==> src/sv/mhpq_pkg.sv <==
package mhpq_pkg;

    localparam int CAPACITY = 64;
    localparam int ADDR_W = $clog2(CAPACITY);
    localparam logic signed [31:0] INT_MAX = 32'sh7FFF_FFFF;

    typedef enum logic [1:0] {
        REQ_INSERT  = 2'd0,
        REQ_EXTRACT = 2'd1,
        REQ_REMOVE  = 2'd2,
        REQ_CHANGE  = 2'd3
    } req_t;

    typedef enum logic [1:0] {
        ST_OK    = 2'd0,
        ST_FULL  = 2'd1,
        ST_EMPTY = 2'd2,
        ST_RANGE = 2'd3
    } status_t;

endpackage

==> src/sv/max_heap_priority_queue_core.sv <==
// Binary max-heap of 64 signed 32-bit priorities held in one synchronous RAM.
// An error is signalled on the result strobe in the cycle after acceptance; otherwise
// the result follows a sift-up for insert, a sift-down for extract, one of the two
// for change, and a sift-up to the root followed by a sift-down for remove.
// Throughput: one transaction at a time; busy is high until the state machine is
// idle again, and a new transaction can be accepted while the result is shown.
// Reset clears the entry count and control state; the RAM needs no clearing.
// The result is shown for one cycle on done; the receiver cannot stall.
module max_heap_priority_queue_core
(
    input  logic                 clk,
    input  logic                 rst_n,
    input  logic                 start,
    output logic                 busy,
    input  logic [1:0]           req_type,
    input  logic [6:0]           position,
    input  logic signed [31:0]   priority_req,
    output logic                 done,
    output logic signed [31:0]   result_value,
    output logic [1:0]           status,
    output logic [6:0]           entry_count
);
    import mhpq_pkg::*;

    typedef enum logic [9:0] {
        S_IDLE   = 10'b00_0000_0001,
        S_UP_RD  = 10'b00_0000_0010,
        S_UP_CMP = 10'b00_0000_0100,
        S_TK_RD1 = 10'b00_0000_1000,
        S_TK_RD2 = 10'b00_0001_0000,
        S_TK_LST = 10'b00_0010_0000,
        S_DN_RDL = 10'b00_0100_0000,
        S_DN_RDR = 10'b00_1000_0000,
        S_DN_CMP = 10'b01_0000_0000,
        S_CH_CMP = 10'b10_0000_0000
    } state_t;

    logic signed [31:0] heap_mem [0:CAPACITY-1];
    logic signed [31:0] rdata_reg;

    state_t             state_reg, state_next;
    logic [6:0]         count_reg, count_next;
    logic [6:0]         pos_reg, pos_next;
    logic signed [31:0] val_reg, val_next;
    logic signed [31:0] top_reg, top_next;
    logic signed [31:0] left_reg, left_next;
    logic               extract_reg, extract_next;
    logic               remove_reg, remove_next;
    logic               done_reg, done_next;
    logic signed [31:0] result_reg, result_next;
    logic [1:0]         status_reg, status_next;
    logic [6:0]         ecount_reg, ecount_next;

    logic               rd_en, wr_en;
    logic [ADDR_W-1:0]  rd_addr, wr_addr;
    logic signed [31:0] wdata;
    logic               fin;
    logic [7:0]         lpos, rpos;
    logic               r_ok;
    logic [6:0]         best_pos;
    logic signed [31:0] best_val;

    assign lpos = {pos_reg, 1'b0};
    assign rpos = lpos + 8'd1;
    assign r_ok = rpos <= {1'b0, count_reg};

    always_ff @(posedge clk)
    begin
        if (rd_en)
        begin
            rdata_reg <= heap_mem[rd_addr];
        end
        if (wr_en)
        begin
            heap_mem[wr_addr] <= wdata;
        end
    end

    always_comb
    begin
        state_next   = state_reg;
        count_next   = count_reg;
        pos_next     = pos_reg;
        val_next     = val_reg;
        top_next     = top_reg;
        left_next    = left_reg;
        extract_next = extract_reg;
        remove_next  = remove_reg;
        done_next    = 1'b0;
        result_next  = result_reg;
        status_next  = status_reg;
        ecount_next  = ecount_reg;
        rd_en        = 1'b0;
        rd_addr      = '0;
        wr_en        = 1'b0;
        wr_addr      = '0;
        wdata        = val_reg;
        fin          = 1'b0;
        best_pos     = pos_reg;
        best_val     = val_reg;

        unique case (state_reg)
            S_IDLE:
            begin
                if (start)
                begin
                    extract_next = 1'b0;
                    remove_next  = 1'b0;
                    unique case (req_t'(req_type))
                        REQ_INSERT:
                        begin
                            if (count_reg >= 7'(CAPACITY))
                            begin
                                done_next   = 1'b1;
                                result_next = '0;
                                status_next = ST_FULL;
                                ecount_next = count_reg;
                            end
                            else
                            begin
                                count_next = count_reg + 7'd1;
                                pos_next   = count_reg + 7'd1;
                                val_next   = priority_req;
                                state_next = S_UP_RD;
                            end
                        end
                        REQ_EXTRACT:
                        begin
                            if (count_reg == 7'd0)
                            begin
                                done_next   = 1'b1;
                                result_next = '0;
                                status_next = ST_EMPTY;
                                ecount_next = count_reg;
                            end
                            else
                            begin
                                extract_next = 1'b1;
                                state_next   = S_TK_RD1;
                            end
                        end
                        REQ_REMOVE:
                        begin
                            if (position == 7'd0 || position > count_reg)
                            begin
                                done_next   = 1'b1;
                                result_next = '0;
                                status_next = ST_RANGE;
                                ecount_next = count_reg;
                            end
                            else
                            begin
                                remove_next = 1'b1;
                                pos_next    = position;
                                val_next    = INT_MAX;
                                state_next  = S_UP_RD;
                            end
                        end
                        REQ_CHANGE:
                        begin
                            if (position == 7'd0 || position > count_reg)
                            begin
                                done_next   = 1'b1;
                                result_next = '0;
                                status_next = ST_RANGE;
                                ecount_next = count_reg;
                            end
                            else
                            begin
                                pos_next   = position;
                                val_next   = priority_req;
                                rd_en      = 1'b1;
                                rd_addr    = ADDR_W'(position - 7'd1);
                                state_next = S_CH_CMP;
                            end
                        end
                    endcase
                end
            end
            S_CH_CMP:
            begin
                state_next = (val_reg > rdata_reg) ? S_UP_RD : S_DN_RDL;
            end
            S_UP_RD:
            begin
                if (pos_reg == 7'd1)
                begin
                    wr_en   = 1'b1;
                    wr_addr = '0;
                    if (remove_reg)
                    begin
                        state_next = S_TK_RD1;
                    end
                    else
                    begin
                        fin = 1'b1;
                    end
                end
                else
                begin
                    rd_en      = 1'b1;
                    rd_addr    = ADDR_W'((pos_reg >> 1) - 7'd1);
                    state_next = S_UP_CMP;
                end
            end
            S_UP_CMP:
            begin
                wr_en   = 1'b1;
                wr_addr = ADDR_W'(pos_reg - 7'd1);
                if (rdata_reg < val_reg)
                begin
                    wdata      = rdata_reg;
                    pos_next   = pos_reg >> 1;
                    state_next = S_UP_RD;
                end
                else if (remove_reg)
                begin
                    state_next = S_TK_RD1;
                end
                else
                begin
                    fin = 1'b1;
                end
            end
            S_TK_RD1:
            begin
                rd_en      = 1'b1;
                rd_addr    = '0;
                state_next = S_TK_RD2;
            end
            S_TK_RD2:
            begin
                top_next   = rdata_reg;
                rd_en      = 1'b1;
                rd_addr    = ADDR_W'(count_reg - 7'd1);
                state_next = S_TK_LST;
            end
            S_TK_LST:
            begin
                val_next   = rdata_reg;
                count_next = count_reg - 7'd1;
                pos_next   = 7'd1;
                state_next = S_DN_RDL;
            end
            S_DN_RDL:
            begin
                if (lpos > {1'b0, count_reg})
                begin
                    wr_en   = 1'b1;
                    wr_addr = ADDR_W'(pos_reg - 7'd1);
                    fin     = 1'b1;
                end
                else
                begin
                    rd_en      = 1'b1;
                    rd_addr    = ADDR_W'(lpos - 8'd1);
                    state_next = S_DN_RDR;
                end
            end
            S_DN_RDR:
            begin
                left_next = rdata_reg;
                if (r_ok)
                begin
                    rd_en   = 1'b1;
                    rd_addr = ADDR_W'(rpos - 8'd1);
                end
                state_next = S_DN_CMP;
            end
            S_DN_CMP:
            begin
                if (left_reg > best_val)
                begin
                    best_pos = lpos[6:0];
                    best_val = left_reg;
                end
                if (r_ok && rdata_reg > best_val)
                begin
                    best_pos = rpos[6:0];
                    best_val = rdata_reg;
                end
                wr_en   = 1'b1;
                wr_addr = ADDR_W'(pos_reg - 7'd1);
                if (best_pos == pos_reg)
                begin
                    fin = 1'b1;
                end
                else
                begin
                    wdata      = best_val;
                    pos_next   = best_pos;
                    state_next = S_DN_RDL;
                end
            end
            default:
            begin
                state_next = S_IDLE;
            end
        endcase

        if (fin)
        begin
            state_next  = S_IDLE;
            done_next   = 1'b1;
            result_next = extract_reg ? top_reg : 32'sd0;
            status_next = ST_OK;
            ecount_next = count_next;
        end
    end

    always_ff @(posedge clk or negedge rst_n)
    begin
        if (!rst_n)
        begin
            state_reg   <= S_IDLE;
            count_reg   <= '0;
            pos_reg     <= '0;
            val_reg     <= '0;
            top_reg     <= '0;
            left_reg    <= '0;
            extract_reg <= 1'b0;
            remove_reg  <= 1'b0;
            done_reg    <= 1'b0;
            result_reg  <= '0;
            status_reg  <= '0;
            ecount_reg  <= '0;
        end
        else
        begin
            state_reg   <= state_next;
            count_reg   <= count_next;
            pos_reg     <= pos_next;
            val_reg     <= val_next;
            top_reg     <= top_next;
            left_reg    <= left_next;
            extract_reg <= extract_next;
            remove_reg  <= remove_next;
            done_reg    <= done_next;
            result_reg  <= result_next;
            status_reg  <= status_next;
            ecount_reg  <= ecount_next;
        end
    end

    assign busy         = state_reg != S_IDLE;
    assign done         = done_reg;
    assign result_value = result_reg;
    assign status       = status_reg;
    assign entry_count  = ecount_reg;

endmodule
==> config.mk <==
export PLATFORM = sky130hd
export DESIGN_NAME = max_heap_priority_queue_core
export DESIGN_NICKNAME = d
export VERILOG_FILES = /design/src/sv/mhpq_pkg.sv /design/src/sv/max_heap_priority_queue_core.sv
export SDC_FILE = /design/constraint.sdc
export NUM_CORES = 2
export LEC_CHECK = 0
export BUFFER_PORTS_ARGS = -buffer_cell sky130_fd_sc_hd__buf_2
export CELL_PAD_IN_SITES_DETAIL_PLACEMENT = 0
export CELL_PAD_IN_SITES_GLOBAL_PLACEMENT = 2
export CORE_ASPECT_RATIO = 0.6
export CORE_MARGIN = 2
export CORE_UTILIZATION = 45
export CTS_CLUSTER_SIZE = 12
export DETAILED_ROUTE_END_ITERATION = 8
export PLACE_DENSITY_LB_ADDON = 0.1
export SLEW_MARGIN = 20
export SYNTH_ARGS = -nofsm -noshare
export SYNTH_HDL_FRONTEND = slang
export SYNTH_SLANG_ARGS = --single-unit
==> constraint.sdc <==
create_clock -name clk -period 10.8 [get_ports clk]
set_input_delay 1.08 -clock clk [delete_from_list [all_inputs] [get_ports clk]]
set_output_delay 1.08 -clock clk [all_outputs]
set_load 0.01 [all_outputs]
# [Word-level counts from Yosys, hierarchy flattened]
# Memory sizes are Yosys's and may differ from the RTL's. A register that Yosys moved wholly into a read port is not among the register bits.
# Index checks and enable logic that the tools add are counted.
[totals] ff_bits=164 latchBits=0 mem_bits_rw=2048 rom_bits=0 out_inout_bits=43 wordCells=179 memories=1
[mem_list] memory="heap_mem" depth=64 word_bits=32 read_ports=1 rd_clocked_by_memory_dff=1 wr=1 line="max_heap_priority_queue_core.sv:38" rtl="logic signed [31:0] heap_mem [0:CAPACITY-1];"
[classes] addsub=8 multipliers=0 div_mod_pow=0 magnitude_cmp=8 eq_ne=35 n_shift=0 mux=98 bitwise_logic=0 reduce_logical=17
[ops] op="32-bit two-way mux" n=16
[ops] op="32-bit one-hot mux with 3 select lines" n=2
[ops] op="32-bit one-hot mux with 2 select lines" n=2
[ops] op="7-bit two-way mux" n=18
[ops] op="10-bit two-way mux" n=11
[ops] op="10-bit one-hot mux with 10 select lines" n=1
[ops] op="32-bit > comparator" n=3
[ops] op="6-bit two-way mux" n=7
[ops] op="10-bit one-hot mux with 4 select lines" n=1
[ops] op="32-bit < comparator" n=1
[ops] op="6-bit one-hot mux with 5 select lines" n=1
[ops] op="6-bit by 1-bit subtractor with 6-bit output, second input constant" n=5
[ops] op="7-bit one-hot mux with 2 select lines" n=2
[ops] op="7-bit one-hot mux with 4 select lines" n=1
[ops] op="3-bit inequality test, second input constant" n=9
[ops] op="1-bit two-way mux" n=23
[ops] op="7-bit one-hot mux with 3 select lines" n=1
[ops] op="4-bit inequality test, second input constant" n=4
[ops] op="7-bit zero test" n=2
[ops] op="7-bit AND reduction" n=2
[ops] op="2-bit two-way mux" n=6
[ops] op="6-bit one-hot mux with 2 select lines" n=1
[ops] op="10-bit by 1-bit equality test with 1-bit output, second input constant" n=1
[ops] op="10-bit equality test, second input constant" n=1
[ops] op="37 further kinds" n=45

# [Longest topological paths before layout]
[logic_depth] depth_word=12 ltp_mapped=26

# [Worst setup path after synthesis]
# OpenSTA, ideal clock, no wires.
[synth_path] path_type="register to register" start="register val_reg[25]" end="memory heap_mem[0][0] (data pin)" setup_ns=0.702 arrival_time_ns=7.452 required_ns=10.098 path_slack_ns=2.646 path_stages_with_launch=24 path_buffers=2 synth_period_minus_slack_ns=8.154 cell_sequence="dfrtp_1 inv_1 ha_1 a21o_1 a21o_1 a211oi_1 o31ai_1 a2111oi_0 a21oi_1 nand2_1 clkbuf_1 mux2i_1 ha_1 a21o_1 a21o_1 a21oi_1 o211ai_1 o211ai_1 nand4_1 a31oi_1 a21boi_1 nor2_1 clkbuf_1 o21ai_0"
[synth_via] elab_chain_cells=10 elab_cells_between_ends=14
[synth_lines] item="from (decl)" line="max_heap_priority_queue_core.sv:44" rtl="logic signed [31:0] val_reg, val_next;"
[synth_lines] item="from (signal assigned)" line="max_heap_priority_queue_core.sv:333" rtl="val_reg <= val_next;"
[synth_lines] item="32-bit > comparator" line="max_heap_priority_queue_core.sv:272" rtl="if (left_reg > best_val)"
[synth_lines] item="32-bit two-way mux" line="max_heap_priority_queue_core.sv:272"
[synth_lines] item="32-bit two-way mux" line="max_heap_priority_queue_core.sv:102" rtl="unique case (state_reg)"
[synth_lines] item="32-bit > comparator" line="max_heap_priority_queue_core.sv:277" rtl="if (r_ok && rdata_reg > best_val)"
[synth_lines] item="1-bit logical AND" line="max_heap_priority_queue_core.sv:277"
[synth_lines] item="7-bit two-way mux" line="max_heap_priority_queue_core.sv:277"
[synth_lines] item="7-bit two-way mux" line="max_heap_priority_queue_core.sv:102"
[synth_lines] item="7-bit equality test" line="max_heap_priority_queue_core.sv:284" rtl="if (best_pos == pos_reg)"
[synth_lines] item="32-bit two-way mux" line="max_heap_priority_queue_core.sv:284"
[synth_lines] item="32-bit one-hot mux with 2 select lines *" line="max_heap_priority_queue_core.sv:102"
[synth_lines] item="net wdata[0]" line="max_heap_priority_queue_core.sv:56" rtl="logic signed [31:0] wdata;"
[synth_lines] item="to (decl)" line="max_heap_priority_queue_core.sv:38"
# The timed path passes the listed nets; every way through them passes the cells marked *. The select of a mux whose other input is x is not followed.

# [Worst setup path after layout]
[layout_path] start="register val_reg[5]" end="memory heap_mem[9][4] (data pin)"
# Same word-level chain as after synthesis.

==> metrics.md <==
| Metric | Value |
|---|---|
| Run status | `completed` |
| Longest Clk Path Bufs | `4` |
| Final critical delay including setup and external delays | `8570 ps` |
| Arrival time reported for the critical path endpoint | `9250 ps` |
| Root Driver | `clkbuf_16` |
| Share of power burned in registers | `0.476` |
| Ys flop type | `edfxtp_1` |
| Net switching power of the design | `7.47 mW` |
| Classification of the worst-slack hold path | `in -> async` |
| Overall overflow remaining after global route | `0` |
| Path type of the worst setup path | `reg -> reg` |
| Netlist area before placement | `93,900 sq um` |
| Leakage power total | `36.8 nW` |
| Commonest non-fill, non-tap cells in the layout | `nand2_1 (2,088), edfxtp_1 (2,080), nand3_1 (800)` |
| Post-DRT Antenna Nets | `0` |
| Slew @ Worst Pin | `1220 ps` |
| Number of pins exceeding their max-slew limit in the final report | `0` |
| Tcrit/Tclk final | `0.793` |
| Clock Skews | `64.2 ps` |
| Post-layout net count | `7,670` |
| Post-synthesis sequential area ratio | `0.709` |
| Critical Path End Type | `register` |
| I/O pins | `87` |
| Fraction of synthesis flops using an asynchronous set or reset pin | `0.0731` |
| Last weighted congestion value of the routability-driven placer | `0.881` |
| Final routed DRC violation total | `0` |
| Routed WL per cell | `33.2 microns` |
| Total negative setup slack | `0 ps` |
| Number of rows in the core area | `129` |
| Placeable Area | `207,000 sq um` |
| Post-synthesis cell count | `7,455` |
| Grt met2 use | `0.456` |
| Routed via count | `64.0k` |
| Final setup vio count | `0` |
| Largest vdd supply drop | `0.151 mV` |
| CTS hold repair buffers | `0` |
| Required @ worst endpoint | `11,480 ps` |
| Clk Latency, worst-skew pair | `880 ps` |
| Most frequent standard cell in the layout excluding fill and tap cells | `nand2_1` |
| Hold Violations, Final | `0` |
| Register bit count reported by yosys | `2,244` |
| Synth cell types | `84` |
| Area grow syn2layout | `11.7%` |
| Detailed-route vias per instance | `6.18` |
| Startpoint class of the critical path | `register` |
| Clock-pin slew of the registers on the worst-case setup and hold paths | `70 ps` |
| Share of the core filled with cells | `0.507` |
| H-Tree Level Count | `4` |
| Global Route Usage Sum | `0.319` |
| Relative slew slack | `0.186` |
| Max_cap viols | `0` |
| Post-synth EDFFs | `2,080` |
| Fraction of power spent switching nets | `0.317` |
| Vias in the first global route | `58.8k` |
| Antenna violations before repair | `20` |
| Met1 demand-to-capacity share in global routing | `0.496` |
| P_int | `16.1 mW` |
| Wire length of the first global-routing pass | `476 mm` |
| CTS tree | `done` |
| Total routed wirelength | `344 mm` |
| Peak-usage layer in the global routing report | `met1` |
| Pre-antenna DRT Iters | `6` |
| Setup repair after global routing missed its margin | `false` |
| P per Cell Area | `225 nW/um^2` |
| Post-synthesis average cell area | `12.6 sq um` |
| TritonCTS Sinks | `2,244` |
| Pin count of the biggest net entering global routing | `168` |
| Number of warnings printed during yosys synthesis | `0` |
| Share of power burned in the clock network | `0.300` |
| Initial core utilization | `0.454` |
| Total of cells resized after clock tree synthesis | `0` |
| Total of buffers placed on input and output ports | `86` |
| Share of cells above drive strength 1 | `0.0921` |
| Die boundary width | `594 microns` |
| Max reg flops | `2,048` |
| Critical path fanouts, max | `30` |
| Post-CTS setup repair buffer count | `0` |
| DRC violation total after the first TritonRoute iteration | `8,757` |
| Combined area of the multi-input logic cells | `26,200 sq um` |
| Filler Cell Count | `17.9k` |
| Combinational cell fraction of total power | `0.225` |
| Seq. cell area | `66,600 sq um` |
| Synth Net Count | `7,616` |
| Most flops, register | `heap_mem` |
| Routing usage on met3 | `0.0681` |
| Highest clock frequency the design can meet | `117 MHz` |
| DP Wirelength | `190 mm` |
| Total CTS buffers | `222` |
| Area of the die | `212,000 sq um` |
| Die boundary height | `358 microns` |
power groups by stage:
| stage | clock network (mW) | registers (mW) | logic, mW |
|---|---|---|---|
| floorplan | 0 | 11.4 | 2.87 |
| global placement | 0 | 11.4 | 5.16 |
| detailed placement | 0 | 11.4 | 5.20 |
| CTS | 7.15 | 11.2 | 5.22 |
| global route | 7.47 | 11.2 | 5.68 |
| finish | 7.07 | 11.2 | 5.30 |
metal layers:
layer | routed length [microns] | share of wire
met1 | 155000 | 0.45
met2 | 144000 | 0.42
met3 | 36300 | 0.11
met4 | 7990 | 0.023
met5 | 32 | 0.000093
path summary, 6_finish.rpt:
check                                       start  cells past startpoint                            to  slack [ps]
setup / recovery           val_reg[5]$_DFFE_PN0P_                     25      heap_mem[9][4]$_DFFE_PP_        2230
hold / removal                              rst_n                      1        count_reg[6]$_DFF_PN0_         220
setup reg to reg           val_reg[5]$_DFFE_PN0P_                     25      heap_mem[9][4]$_DFFE_PP_        2230
hold reg to reg            top_reg[6]$_DFFE_PN0P_                      2        top_reg[6]$_DFFE_PN0P_         470
max in group asynchronous                   rst_n                      3  result_value[16]$_DFFE_PN0P_        8520
min in group clk           top_reg[6]$_DFFE_PN0P_                      2        top_reg[6]$_DFFE_PN0P_         470
per-stage QoR:
step | area (sq um) | total power [mW] | worst slack, ps | hold WS (ps) | instances
after global routing | 105000 | 24.4 | 1920 | 247 | 10400
after floorplan | 93900 | 14.3 | 2650 | 440 | 7455
final | 105000 | 23.6 | 2230 | 221 | 10400
after global placement | 98600 | 16.6 | 2520 | 458 | 10000
after detailed placement | 98700 | 16.6 | 2580 | 459 | 10000
after CTS | 105000 | 23.6 | 2550 | 220 | 10400
worst max-delay path: stages, from the launching register on:
cell and delay [ps]:
dfrtp_1 390, inv_1 160, ha_1 280, a21o_1 170, a21o_1 180, a21oi_1 230, o21ai_0 320, a2111oi_0 610
a21oi_1 160, nand2_2 360, buf_4 530, mux2i_1 510, ha_1 340, a21o_1 170, a21o_1 170, a21oi_1 150
o211ai_1 130, o211ai_1 330, nand4_1 170, a31oi_1 620, a21boi_1 240, buf_4 220, nor2_4 150, buf_4 330
o221ai_4 950, buf_4 410
Yosys cell counts (44+ instances only):
library cell	count	area share
nand2_1	2092	0.084
edfxtp_1	2080	0.67
nand3_1	804	0.043
clkbuf_1	226	0.0090
mux2i_1	226	0.024
a21oi_1	180	0.0096
o21ai_0	176	0.0094
nor2_1	167	0.0067
dfrtp_1	163	0.043
buf_2	119	0.0063
ha_1	117	0.016
a31oi_1	79	0.0053
buf_1	67	0.0027
o221ai_1	64	0.0060
a211oi_1	62	0.0050
and3_1	60	0.0040
a311oi_1	59	0.0055
inv_1	55	0.0022
buf_4	46	0.0037
o22ai_1	44	0.0029
or3_1	44	0.0029
cell type report:
| class | count | share of cell area |
|---|---|---|
| timing repair buffer | 296 | 0.0218 |
| antenna | 4 | 0.0000954 |
| clock inverter | 20 | 0.00118 |
| clock buffer | 299 | 0.0573 |
| sequential | 2244 | 0.635 |
| inverter | 58 | 0.00208 |
| tap | 2751 | 0.0328 |
| multi-input combinational | 4687 | 0.250 |
logic make-up (layout without fill, tap and decap cells):
kind of cell,after synthesis,after routing,share of synthesized area
AO/OA/AOI/OAI,926,926,0.0667
XOR/XNOR,24,24,0.00224
other,0,4,0
multiplexers,231,231,0.0247
buffers and inverters,524,673,0.0250
AND/OR/NAND/NOR,3389,3389,0.157
flip-flops,2244,2244,0.709
adder cells (fa/ha/maj),117,117,0.0156
No activity file was read; power rests on OpenSTA's default activity.
